===== config.mk =====
export PLATFORM = sky130hd
export DESIGN_NAME = backslash_escape_decoder_unit_flat
export DESIGN_NICKNAME = d
export VERILOG_FILES = /design/src/bed_pkg.sv /design/src/bed_in_if.sv /design/src/bed_out_if.sv /design/src/bed_front.sv /design/src/bed_cmd_fifo.sv /design/src/bed_back.sv /design/src/backslash_escape_decoder_unit.sv /design/src/flat_wrapper.sv
export VERILOG_INCLUDE_DIRS = /design/src /design/src/src
export SDC_FILE = /design/constraint.sdc
export NUM_CORES = 1
export LEC_CHECK = 0
export BUFFER_PORTS_ARGS = -buffer_cell sky130_fd_sc_hd__buf_2
export CORE_MARGIN = 8
export CORE_UTILIZATION = 40
export DETAILED_ROUTE_END_ITERATION = 6
export GPL_TIMING_DRIVEN = 0
export PLACE_DENSITY_LB_ADDON = 0.1
export SLEW_MARGIN = 40
export SYNTH_ARGS = -nofsm -noshare
export SYNTH_HDL_FRONTEND = slang
export SYNTH_SLANG_ARGS = --single-unit

===== constraint.sdc =====
create_clock -name clk -period 5.9 [get_ports clk]
set_input_delay 1.18 -clock clk [delete_from_list [all_inputs] [get_ports clk]]
set_output_delay 1.18 -clock clk [all_outputs]
set_load 0.02 [all_outputs]

===== src/backslash_escape_decoder_unit_macros.svh =====
// ----------------------------------------------------------------------------
// Backslash escape decoder assertion macros
// Shorthand for clocked, reset-qualified concurrent checks.
// ----------------------------------------------------------------------------
`ifndef BACKSLASH_ESCAPE_DECODER_UNIT_MACROS_SVH
`define BACKSLASH_ESCAPE_DECODER_UNIT_MACROS_SVH

// same-cycle implication
`define BED_ASSERT_NOW(lbl, ante, cons, msg) \
    lbl: assert property (@(posedge clk) disable iff (!rst_n) (ante) |-> (cons)) \
        else $error(msg);

// next-cycle implication
`define BED_ASSERT_NEXT(lbl, ante, cons, msg) \
    lbl: assert property (@(posedge clk) disable iff (!rst_n) (ante) |=> (cons)) \
        else $error(msg);

`endif


===== src/bed_pkg.sv =====
// ----------------------------------------------------------------------------
// Backslash escape decoder package
// Character codes, decode modes, the command passed from front to back and a hex digit decoder.
// ----------------------------------------------------------------------------
package bed_pkg;

    localparam int MaxRes = 5;
    localparam int CntW   = 3;

    localparam logic [7:0] ChBslash = 8'h5c;
    localparam logic [7:0] ChX      = 8'h78;
    localparam logic [7:0] ChR      = 8'h72;
    localparam logic [7:0] ChN      = 8'h6e;
    localparam logic [7:0] ChT      = 8'h74;
    localparam logic [7:0] CtlCr    = 8'h0d;
    localparam logic [7:0] CtlLf    = 8'h0a;
    localparam logic [7:0] CtlTab   = 8'h09;

    typedef enum logic [2:0] {
        MODE_NORMAL = 3'b001,
        MODE_ESC    = 3'b010,
        MODE_HEX    = 3'b100
    } mode_t;

    // one run of results caused by a single input beat
    typedef struct packed {
        logic [MaxRes-1:0][7:0] bytes;
        logic [CntW-1:0]        cnt;     // 1..MaxRes
        logic                   has;     // 0 only for a bare end marker
        logic                   eot;
    } cmd_t;

    // {valid, nibble} for a strict hex digit
    function automatic logic [4:0] hex_digit(input logic [7:0] c);
        logic [7:0] d;
        logic [4:0] r;
        d = 8'h00;
        r = 5'b0_0000;
        if (c >= 8'h30 && c <= 8'h39) begin
            d = c - 8'h30;
            r = {1'b1, d[3:0]};
        end else if (c >= 8'h61 && c <= 8'h66) begin
            d = c - 8'h57;
            r = {1'b1, d[3:0]};
        end else if (c >= 8'h41 && c <= 8'h46) begin
            d = c - 8'h37;
            r = {1'b1, d[3:0]};
        end
        return r;
    endfunction

endpackage


===== src/bed_in_if.sv =====
// ----------------------------------------------------------------------------
// Escaped text channel
// Valid/ready stream of encoded characters with an end-of-string flag.
// ----------------------------------------------------------------------------
interface bed_in_if;
    logic       valid;
    logic       ready;
    logic [7:0] in_byte;
    logic       string_end;

    modport source (output valid, output in_byte, output string_end, input ready);
    modport sink   (input valid, input in_byte, input string_end, output ready);
endinterface


===== src/bed_out_if.sv =====
// ----------------------------------------------------------------------------
// Decoded text channel
// Valid/ready stream of decoded characters with run and end markers.
// ----------------------------------------------------------------------------
interface bed_out_if;
    logic       valid;
    logic       ready;
    logic [7:0] out_byte;
    logic       has_byte;
    logic       end_of_text;
    logic       run_last;

    modport source (output valid, output out_byte, output has_byte,
                    output end_of_text, output run_last, input ready);
    modport sink   (input valid, input out_byte, input has_byte,
                    input end_of_text, input run_last, output ready);
endinterface


===== src/bed_front.sv =====
// ----------------------------------------------------------------------------
// Escape decoder front end
// Tracks escape state and turns each input beat into at most one result run.
// ----------------------------------------------------------------------------
module bed_front
    import bed_pkg::*;
(
    input  logic     clk,
    input  logic     rst_n,
    bed_in_if.sink   enc,
    output logic     push_valid,
    input  logic     push_ready,
    output cmd_t     push_cmd
);

    mode_t      mode_reg, mode_next;
    logic [1:0] cnt_reg, cnt_next;
    logic [7:0] held0_reg, held0_next;
    logic [7:0] held1_reg, held1_next;

    logic [7:0] b;
    logic       judge;
    logic       tail_en;
    logic [7:0] pair_hi, pair_lo;
    logic [4:0] hx_hi, hx_lo;
    cmd_t       cmd;

    assign b = enc.in_byte;

    always_comb
    begin
        mode_next  = mode_reg;
        cnt_next   = cnt_reg;
        held0_next = held0_reg;
        held1_next = held1_reg;
        judge      = 1'b0;
        tail_en    = 1'b0;
        pair_hi    = held0_reg;
        pair_lo    = held1_reg;
        cmd        = '0;
        cmd.has    = 1'b1;

        case (mode_reg)
            MODE_ESC:
            begin
                mode_next = MODE_NORMAL;
                case (b)
                    ChBslash: begin cmd.bytes[0] = ChBslash; cmd.cnt = 3'd1; end
                    ChR:      begin cmd.bytes[0] = CtlCr;    cmd.cnt = 3'd1; end
                    ChN:      begin cmd.bytes[0] = CtlLf;    cmd.cnt = 3'd1; end
                    ChT:      begin cmd.bytes[0] = CtlTab;   cmd.cnt = 3'd1; end
                    ChX:
                    begin
                        mode_next = MODE_HEX;
                        cnt_next  = 2'd0;
                    end
                    default:
                    begin
                        cmd.bytes[0] = ChBslash;
                        cmd.bytes[1] = b;
                        cmd.cnt      = 3'd2;
                    end
                endcase
            end
            MODE_HEX:
            begin
                if (!cnt_reg[1])
                begin
                    if (cnt_reg[0])
                        held1_next = b;
                    else
                        held0_next = b;
                    cnt_next = cnt_reg + 2'd1;
                    // pair completes on the final beat: judge it now
                    if (enc.string_end && cnt_reg[0])
                    begin
                        judge   = 1'b1;
                        pair_lo = b;
                    end
                end
                else
                begin
                    judge     = 1'b1;
                    mode_next = MODE_NORMAL;
                    tail_en   = 1'b1;
                end
            end
            default:
            begin
                mode_next = MODE_NORMAL;
                tail_en   = 1'b1;
            end
        endcase

        hx_hi = hex_digit(pair_hi);
        hx_lo = hex_digit(pair_lo);

        if (judge)
        begin
            cnt_next = 2'd0;
            if (hx_hi[4] && hx_lo[4])
            begin
                cmd.bytes[0] = {hx_hi[3:0], hx_lo[3:0]};
                cmd.cnt      = 3'd1;
            end
            else
            begin
                cmd.bytes[0] = ChBslash;
                cmd.bytes[1] = ChX;
                cmd.bytes[2] = pair_hi;
                cmd.bytes[3] = pair_lo;
                cmd.cnt      = 3'd4;
            end
        end

        if (tail_en)
        begin
            if (b == ChBslash)
                mode_next = MODE_ESC;
            else
            begin
                cmd.bytes[cmd.cnt] = b;
                cmd.cnt            = cmd.cnt + 3'd1;
            end
        end

        if (enc.string_end)
        begin
            mode_next = MODE_NORMAL;
            cnt_next  = 2'd0;
            cmd.eot   = 1'b1;
            if (cmd.cnt == 3'd0)
            begin
                cmd.cnt = 3'd1;
                cmd.has = 1'b0;
            end
        end
    end

    assign enc.ready  = push_ready;
    assign push_valid = enc.valid && (cmd.cnt != 3'd0);
    assign push_cmd   = cmd;

    always_ff @(posedge clk or negedge rst_n)
    begin
        if (!rst_n)
        begin
            mode_reg <= MODE_NORMAL;
            cnt_reg  <= 2'd0;
        end
        else if (enc.valid && push_ready)
        begin
            mode_reg <= mode_next;
            cnt_reg  <= cnt_next;
        end
    end

    always_ff @(posedge clk)
    begin
        if (enc.valid && push_ready)
        begin
            held0_reg <= held0_next;
            held1_reg <= held1_next;
        end
    end

endmodule


===== src/bed_cmd_fifo.sv =====
// ----------------------------------------------------------------------------
// Escape decoder command queue
// Small register FIFO between front end and back end.
// ----------------------------------------------------------------------------
module bed_cmd_fifo
    import bed_pkg::*;
#(
    parameter int DEPTH = 4
)
(
    input  logic clk,
    input  logic rst_n,
    input  logic push_valid,
    output logic push_ready,
    input  cmd_t push_cmd,
    output logic pop_valid,
    input  logic pop_ready,
    output cmd_t pop_cmd
);

    localparam int PtrW   = (DEPTH > 1) ? $clog2(DEPTH) : 1;
    localparam int CountW = $clog2(DEPTH + 1);
    localparam logic [PtrW-1:0]   LastPtr = PtrW'(DEPTH - 1);
    localparam logic [CountW-1:0] Full    = CountW'(DEPTH);

    cmd_t              mem_reg [DEPTH];
    logic [PtrW-1:0]   wr_ptr_reg, rd_ptr_reg;
    logic [CountW-1:0] count_reg;
    logic              do_push, do_pop;

    assign push_ready = (count_reg != Full);
    assign pop_valid  = (count_reg != '0);
    assign pop_cmd    = mem_reg[rd_ptr_reg];
    assign do_push    = push_valid && push_ready;
    assign do_pop     = pop_valid && pop_ready;

    always_ff @(posedge clk or negedge rst_n)
    begin
        if (!rst_n)
        begin
            wr_ptr_reg <= '0;
            rd_ptr_reg <= '0;
            count_reg  <= '0;
        end
        else
        begin
            if (do_push)
                wr_ptr_reg <= (wr_ptr_reg == LastPtr) ? '0 : wr_ptr_reg + 1'b1;
            if (do_pop)
                rd_ptr_reg <= (rd_ptr_reg == LastPtr) ? '0 : rd_ptr_reg + 1'b1;
            if (do_push && !do_pop)
                count_reg <= count_reg + 1'b1;
            else if (do_pop && !do_push)
                count_reg <= count_reg - 1'b1;
        end
    end

    always_ff @(posedge clk)
    begin
        if (do_push)
            mem_reg[wr_ptr_reg] <= push_cmd;
    end

endmodule


===== src/bed_back.sv =====
// ----------------------------------------------------------------------------
// Escape decoder back end
// Plays out each queued run one result beat per cycle, while the output is not stalled, into an output register.
// ----------------------------------------------------------------------------
module bed_back
    import bed_pkg::*;
(
    input  logic     clk,
    input  logic     rst_n,
    input  logic     head_valid,
    output logic     head_pop,
    input  cmd_t     head_cmd,
    bed_out_if.source dec
);

    logic [CntW-1:0] idx_reg;
    logic            out_valid_reg;
    logic [7:0]      out_byte_reg;
    logic            has_byte_reg, eot_reg, run_last_reg;
    logic            load, is_last;

    assign load     = head_valid && (!out_valid_reg || dec.ready);
    assign is_last  = (idx_reg == head_cmd.cnt - 3'd1);
    assign head_pop = load && is_last;

    always_ff @(posedge clk or negedge rst_n)
    begin
        if (!rst_n)
        begin
            idx_reg       <= '0;
            out_valid_reg <= 1'b0;
        end
        else
        begin
            if (load)
                idx_reg <= is_last ? '0 : idx_reg + 3'd1;
            if (load)
                out_valid_reg <= 1'b1;
            else if (dec.ready)
                out_valid_reg <= 1'b0;
        end
    end

    always_ff @(posedge clk)
    begin
        if (load)
        begin
            out_byte_reg <= head_cmd.bytes[idx_reg];
            has_byte_reg <= head_cmd.has;
            eot_reg      <= head_cmd.eot && is_last;
            run_last_reg <= is_last;
        end
    end

    assign dec.valid       = out_valid_reg;
    assign dec.out_byte    = out_byte_reg;
    assign dec.has_byte    = has_byte_reg;
    assign dec.end_of_text = eot_reg;
    assign dec.run_last    = run_last_reg;

endmodule


===== src/backslash_escape_decoder_unit.sv =====
// An input beat's run reaches the output through the queue write, then the
// output register.
// One input beat per cycle while the queue has room; the back end drains one result
// per cycle while the output is ready, so a run of n results takes n output beats.
// The command queue (FIFO_DEPTH runs) absorbs short bursts; once it is full, input stalls.
// Reset (rst_n low, async): normal mode, no held hex characters, queue and output empty.
// ----------------------------------------------------------------------------
// Backslash escape decoder top level
// Front end classifies escaped characters, back end plays out decoded bytes.
// ----------------------------------------------------------------------------
`include "backslash_escape_decoder_unit_macros.svh"

module backslash_escape_decoder_unit
    import bed_pkg::*;
#(
    parameter int FIFO_DEPTH = 4
)
(
    input  logic      clk,
    input  logic      rst_n,
    bed_in_if.sink    enc,
    bed_out_if.source dec
);

    logic push_valid, push_ready;
    cmd_t push_cmd;
    logic head_valid, head_pop;
    cmd_t head_cmd;

    logic push_fire, run_len_ok;
    logic bare_beat, bare_ok, eot_beat, out_stall;

    bed_front u_front (
        .clk        (clk),
        .rst_n      (rst_n),
        .enc        (enc),
        .push_valid (push_valid),
        .push_ready (push_ready),
        .push_cmd   (push_cmd)
    );

    bed_cmd_fifo #(
        .DEPTH (FIFO_DEPTH)
    ) u_fifo (
        .clk        (clk),
        .rst_n      (rst_n),
        .push_valid (push_valid),
        .push_ready (push_ready),
        .push_cmd   (push_cmd),
        .pop_valid  (head_valid),
        .pop_ready  (head_pop),
        .pop_cmd    (head_cmd)
    );

    bed_back u_back (
        .clk        (clk),
        .rst_n      (rst_n),
        .head_valid (head_valid),
        .head_pop   (head_pop),
        .head_cmd   (head_cmd),
        .dec        (dec)
    );

    assign push_fire  = push_valid && push_ready;
    assign run_len_ok = (push_cmd.cnt != 3'd0) && (push_cmd.cnt <= 3'(MaxRes));
    assign bare_beat  = dec.valid && !dec.has_byte;
    assign bare_ok    = dec.end_of_text && dec.run_last;
    assign eot_beat   = dec.valid && dec.end_of_text;
    assign out_stall  = dec.valid && !dec.ready;

    // queued runs are never empty and never longer than the result limit
    `BED_ASSERT_NOW(a_run_len, push_fire, run_len_ok, "bad run length queued")
    // a bare marker only closes a string
    `BED_ASSERT_NOW(a_bare_end, bare_beat, bare_ok, "bare result not at string end")
    // string end is always the last beat of its run
    `BED_ASSERT_NOW(a_eot_last, eot_beat, dec.run_last, "end of text inside a run")
    // a stalled output beat stays valid and unchanged
    `BED_ASSERT_NEXT(a_hold, out_stall, dec.valid && $stable(dec.out_byte), "stall lost beat")

endmodule

===== src/flat_wrapper.sv =====
// flat-port wrapper written by rule: the top's interface ports become plain ports
module backslash_escape_decoder_unit_flat import bed_pkg::*;
#(
    parameter int FIFO_DEPTH = 4
)
  (clk, rst_n, enc_valid, enc_in_byte, enc_string_end, enc_ready, dec_valid, dec_out_byte, dec_has_byte, dec_end_of_text, dec_run_last, dec_ready);
  bed_in_if enc_i ();
  bed_out_if dec_i ();
  input  logic clk;
  input  logic rst_n;
  input wire logic [$bits(enc_i.valid)-1:0] enc_valid;
  input wire logic [$bits(enc_i.in_byte)-1:0] enc_in_byte;
  input wire logic [$bits(enc_i.string_end)-1:0] enc_string_end;
  output wire logic [$bits(enc_i.ready)-1:0] enc_ready;
  output wire logic [$bits(dec_i.valid)-1:0] dec_valid;
  output wire logic [$bits(dec_i.out_byte)-1:0] dec_out_byte;
  output wire logic [$bits(dec_i.has_byte)-1:0] dec_has_byte;
  output wire logic [$bits(dec_i.end_of_text)-1:0] dec_end_of_text;
  output wire logic [$bits(dec_i.run_last)-1:0] dec_run_last;
  input wire logic [$bits(dec_i.ready)-1:0] dec_ready;
  assign enc_i.valid = enc_valid;
  assign enc_i.in_byte = enc_in_byte;
  assign enc_i.string_end = enc_string_end;
  assign enc_ready = enc_i.ready;
  assign dec_valid = dec_i.valid;
  assign dec_out_byte = dec_i.out_byte;
  assign dec_has_byte = dec_i.has_byte;
  assign dec_end_of_text = dec_i.end_of_text;
  assign dec_run_last = dec_i.run_last;
  assign dec_i.ready = dec_ready;
  backslash_escape_decoder_unit #(.FIFO_DEPTH(FIFO_DEPTH)) u_core (.clk(clk), .rst_n(rst_n), .enc(enc_i), .dec(dec_i));
endmodule

==> flow_summary.json <==
{
  "ys_seq_area_share_pct": 67.50,
  "p_int_mw": 3.626,
  "cp_max_fo": 10,
  "p_clk_share_pct": 29.8,
  "cts_htree_levels": 1,
  "clock_latency_ns": 0.53,
  "finalCriticalPeriod_ns": 5.603,
  "arrival_ns": 6.01,
  "setup_viol": 0,
  "fin_crit_sh_pct": 94.97,
  "crit_type": "in2reg",
  "cpMostUsedCell": "ha_1",
  "crit_buf_inv": 5,
  "viasPerCell": 5.394,
  "first_pass_iters": 5,
  "cts.path.max_buffers": 3,
  "crit_path_start_kind": "primary input",
  "clkTransAtPathRegs_ns": 0.05,
  "area_growth_pct": 15.15,
  "cts_sinks": 223,
  "core_area_sq_um": 24180,
  "p_per_area_nw_per_um2": 456.4,
  "gr-usage-all-layers_pct": 14.99,
  "fmax_ghz": 0.1785,
  "cp_slowest_cell": "a2111oi_4",
  "sw_frac_of_total_pct": 29.62,
  "drtAntennaViolNets": 0,
  "largest_register_ffs": 180,
  "drc_errors": 0,
  "gp_congestion": 0.8790,
  "timing.final.hold_violations": 0,
  "diodes": 0,
  "numCtsBuffers": 25,
  "use_met3_pct": 2.200,
  "die_w_microns": 172.6,
  "switchingPower_mw": 1.526,
  "drt_iter0_drc": 483,
  "crit_path_start": "enc_string_end",
  "vias": 5308,
  "syn-num-nets": 613,
  "netlist_area_sq_um": 9804,
  "fin_setup_tns_ns": 0,
  "maxCapViolCount": 0,
  "gr-usage-met1_pct": 20.57,
  "pwr-share-comb_pct": 28.0,
  "grt.busiest_layer": "met2",
  "hpwl_microns": 14620,
  "rsz0062_at_grt": "no",
  "cts_tree": "built",
  "pwr-share-seq_pct": 42.2,
  "chipHeight_microns": 172.6,
  "antenna_found_initial": 0,
  "netlist-cell-type-count": 66,
  "synth_flop_cell": "edfxtp_1",
  "met2_usage_pct": 24.89,
  "crit_chain": "buf_2 > and2_1 > nand3_2 > clkbuf_4 > mux2i_4 > inv_1 > ha_1 > o21bai_2 > a2111oi_4 > mux2i_4 > a31oi_4 > nor2_4 > clkbuf_4 > nor2_1 > ha_1 > nor2_1 > nand4_1 > a2111oi_2 > a211oi_2 > ha_1 > inv_1 > fa_1 > mux2_2",
  "cp_slowest_stage_delay_ns": 0.46,
  "synth.avg_cell_area_sq_um": 16.79,
  "io_buffers": 25,
  "finalWirelength_microns": 22310,
  "nNetsFinal": 671,
  "io_pins": 26,
  "cp_top_family": "compound AO/OA/AOI/OAI gates",
  "die-area_sq_um": 29780,
  "grt_pass1_vias": 5613,
  "drive_above_1_share_pct": 26.36,
  "place_inst": 933,
  "required_ns": 6.31,
  "grt.overflow.total": 0,
  "worstHoldPathType": "reg2reg",
  "status": "finished clean",
  "slew_headroom_pct": 49.36,
  "wl_per_cell_microns": 22.68,
  "rows": 57,
  "end_kind": "register",
  "grt_pass1_wl_microns": 34400,
  "start_util_pct": 40.55,
  "async_flop_share_pct": 7.175,
  "yosysWarnings": 0,
  "ys_ff_latch": 223,
  "worstHoldStart": "u_core.u_fifo.count_reg[2]",
  "netlist_instances": 584,
  "clock_skew_ns": 0.01257,
  "slew_violations": 0,
  "worst_slew_pin_slew_ns": 0.7596,
  "p_leak_nw": 3.935,
  "cts_root_buf": "clkbuf_16",
  "layout.cells.non_filler": 984,
  "r2r-start": "u_core.u_front.mode_reg[0]",
  "grt_max_degree": 46,
  "synth_edf_count": 207,
  "peakVddDrop_mv": 0.3056
}
-- routing by layer --
metal  part of all wire (%)  wire length (microns)
met5                      0                      0
met3                    3.4                    765
met2                     48                  10780
met1                     47                  10400
met4                    1.6                    363
-- cells by family (layout without fill, tap and decap cells) --
group	Yosys count	count (layout)	synth area share, %
flip-flops	223	223	67.50
AND/OR/NAND/NOR	125	125	6.981
AO/OA/AOI/OAI	80	80	6.011
multiplexers	64	64	13.50
buffers and inverters	61	137	2.552
adder cells (fa/ha/maj)	16	16	2.118
XOR/XNOR	15	15	1.340
-- what timing repair did --
action,4_1_cts,5_1_grt
resized for setup,4,7
hold buffers,0,0
buffers inserted,2,4
pin swaps,1,2
endpoints found under the setup margin,182,182
-- final cells by class --
| cell class | count | area, sq um |
|---|---|---|
| well taps | 324 | 405.4 |
| inverters | 33 | 123.9 |
| flip-flops and latches | 223 | 6618 |
| clock inverters | 17 | 176.4 |
| plain buffers | 28 | 136.4 |
| multi-input cells | 300 | 3023 |
| clock buffers | 28 | 636.9 |
| repair buffers | 31 | 170.2 |
| fillers | 2083 | 12890 |
-- worst register-to-register path, delay by kind of cell (launching register included) --
family                   cells  cell delay, ns
AO/OA/AOI/OAI                5            1.31
adder cells (fa/ha/maj)      4            1.14
buffers and inverters        5            0.83
flip-flops                   1            0.35
multiplexers                 3            0.67
AND/OR/NAND/NOR              6            0.93
-- path summary, 6_finish.rpt --
check | end | slack (ns) | cells past startpoint
min in group asynchronous | u_core.u_back.idx_reg[2] | 0.58 | 1
worst min register to register | u_core.u_fifo.count_reg[2] | 0.49 | 1
worst min-delay path | u_core.u_fifo.count_reg[2] | 0.49 | 1
max in group asynchronous | u_core.u_front.mode_reg[0] | 4.97 | 1
worst max-delay path | u_core.u_fifo.count_reg[1] | 0.30 | 23
worst max register to register | u_core.u_fifo.count_reg[1] | 0.56 | 23
-- metrics by stage --
stage	utilization (%)	power [mW]	instance area, sq um	setup slack, ns	hold slack, ns
6_report	46.70	5.152	11290	0.2966	0.4921
3_5_place_dp	42.87	3.697	10360	-0.8375	0.4798
5_1_grt	46.70	5.411	11290	0.006894	0.5072
2_1_floorplan	-	3.204	9809	0.1733	0.4636
3_3_place_gp	42.77	3.657	10340	-1.079	0.4803
4_1_cts	46.41	5.246	11220	0.04123	0.4910
-- power groups by stage --
stage | sequential (mW) | combinational, mW | clock [mW]
final | 2.18 | 1.44 | 1.54
after floorplan | 2.24 | 0.965 | 0
after global routing | 2.21 | 1.58 | 1.63
after CTS | 2.18 | 1.49 | 1.57
after detailed placement | 2.21 | 1.48 | 0
after global placement | 2.20 | 1.46 | 0
-- cells in the final DEF, fill, tap and decap left out, types with 10 or more instances in the layout --
cell type and count:
mux4_2 53, and2_1 10, clkbuf_1 13, nor2_1 26, buf_2 37, clkbuf_16 25
clkinv_2 10, xnor2_1 11, ha_1 15, a21oi_1 11, edfxtp_1 207, nand2_1 31
dfrtp_1 15, o22ai_1 10, inv_1 32, o21ai_0 10
-- synthesized netlist by cell type (10+ instances only) --
| cell type | n | area share [%] |
|---|---|---|
| and2_1 | 14 | 0.89 |
| a21oi_1 | 12 | 0.61 |
| mux4_2 | 53 | 12 |
| dfrtp_1 | 15 | 3.8 |
| nand2_1 | 31 | 1.2 |
| inv_1 | 32 | 1.2 |
| xnor2_1 | 11 | 0.98 |
| ha_1 | 15 | 1.9 |
| clkbuf_1 | 12 | 0.46 |
| o22ai_1 | 10 | 0.64 |
| o21ai_0 | 10 | 0.51 |
| nor2_1 | 26 | 1.0 |
| buf_2 | 11 | 0.56 |
| edfxtp_1 | 207 | 63 |
No activity file was read; power rests on OpenSTA's default activity.
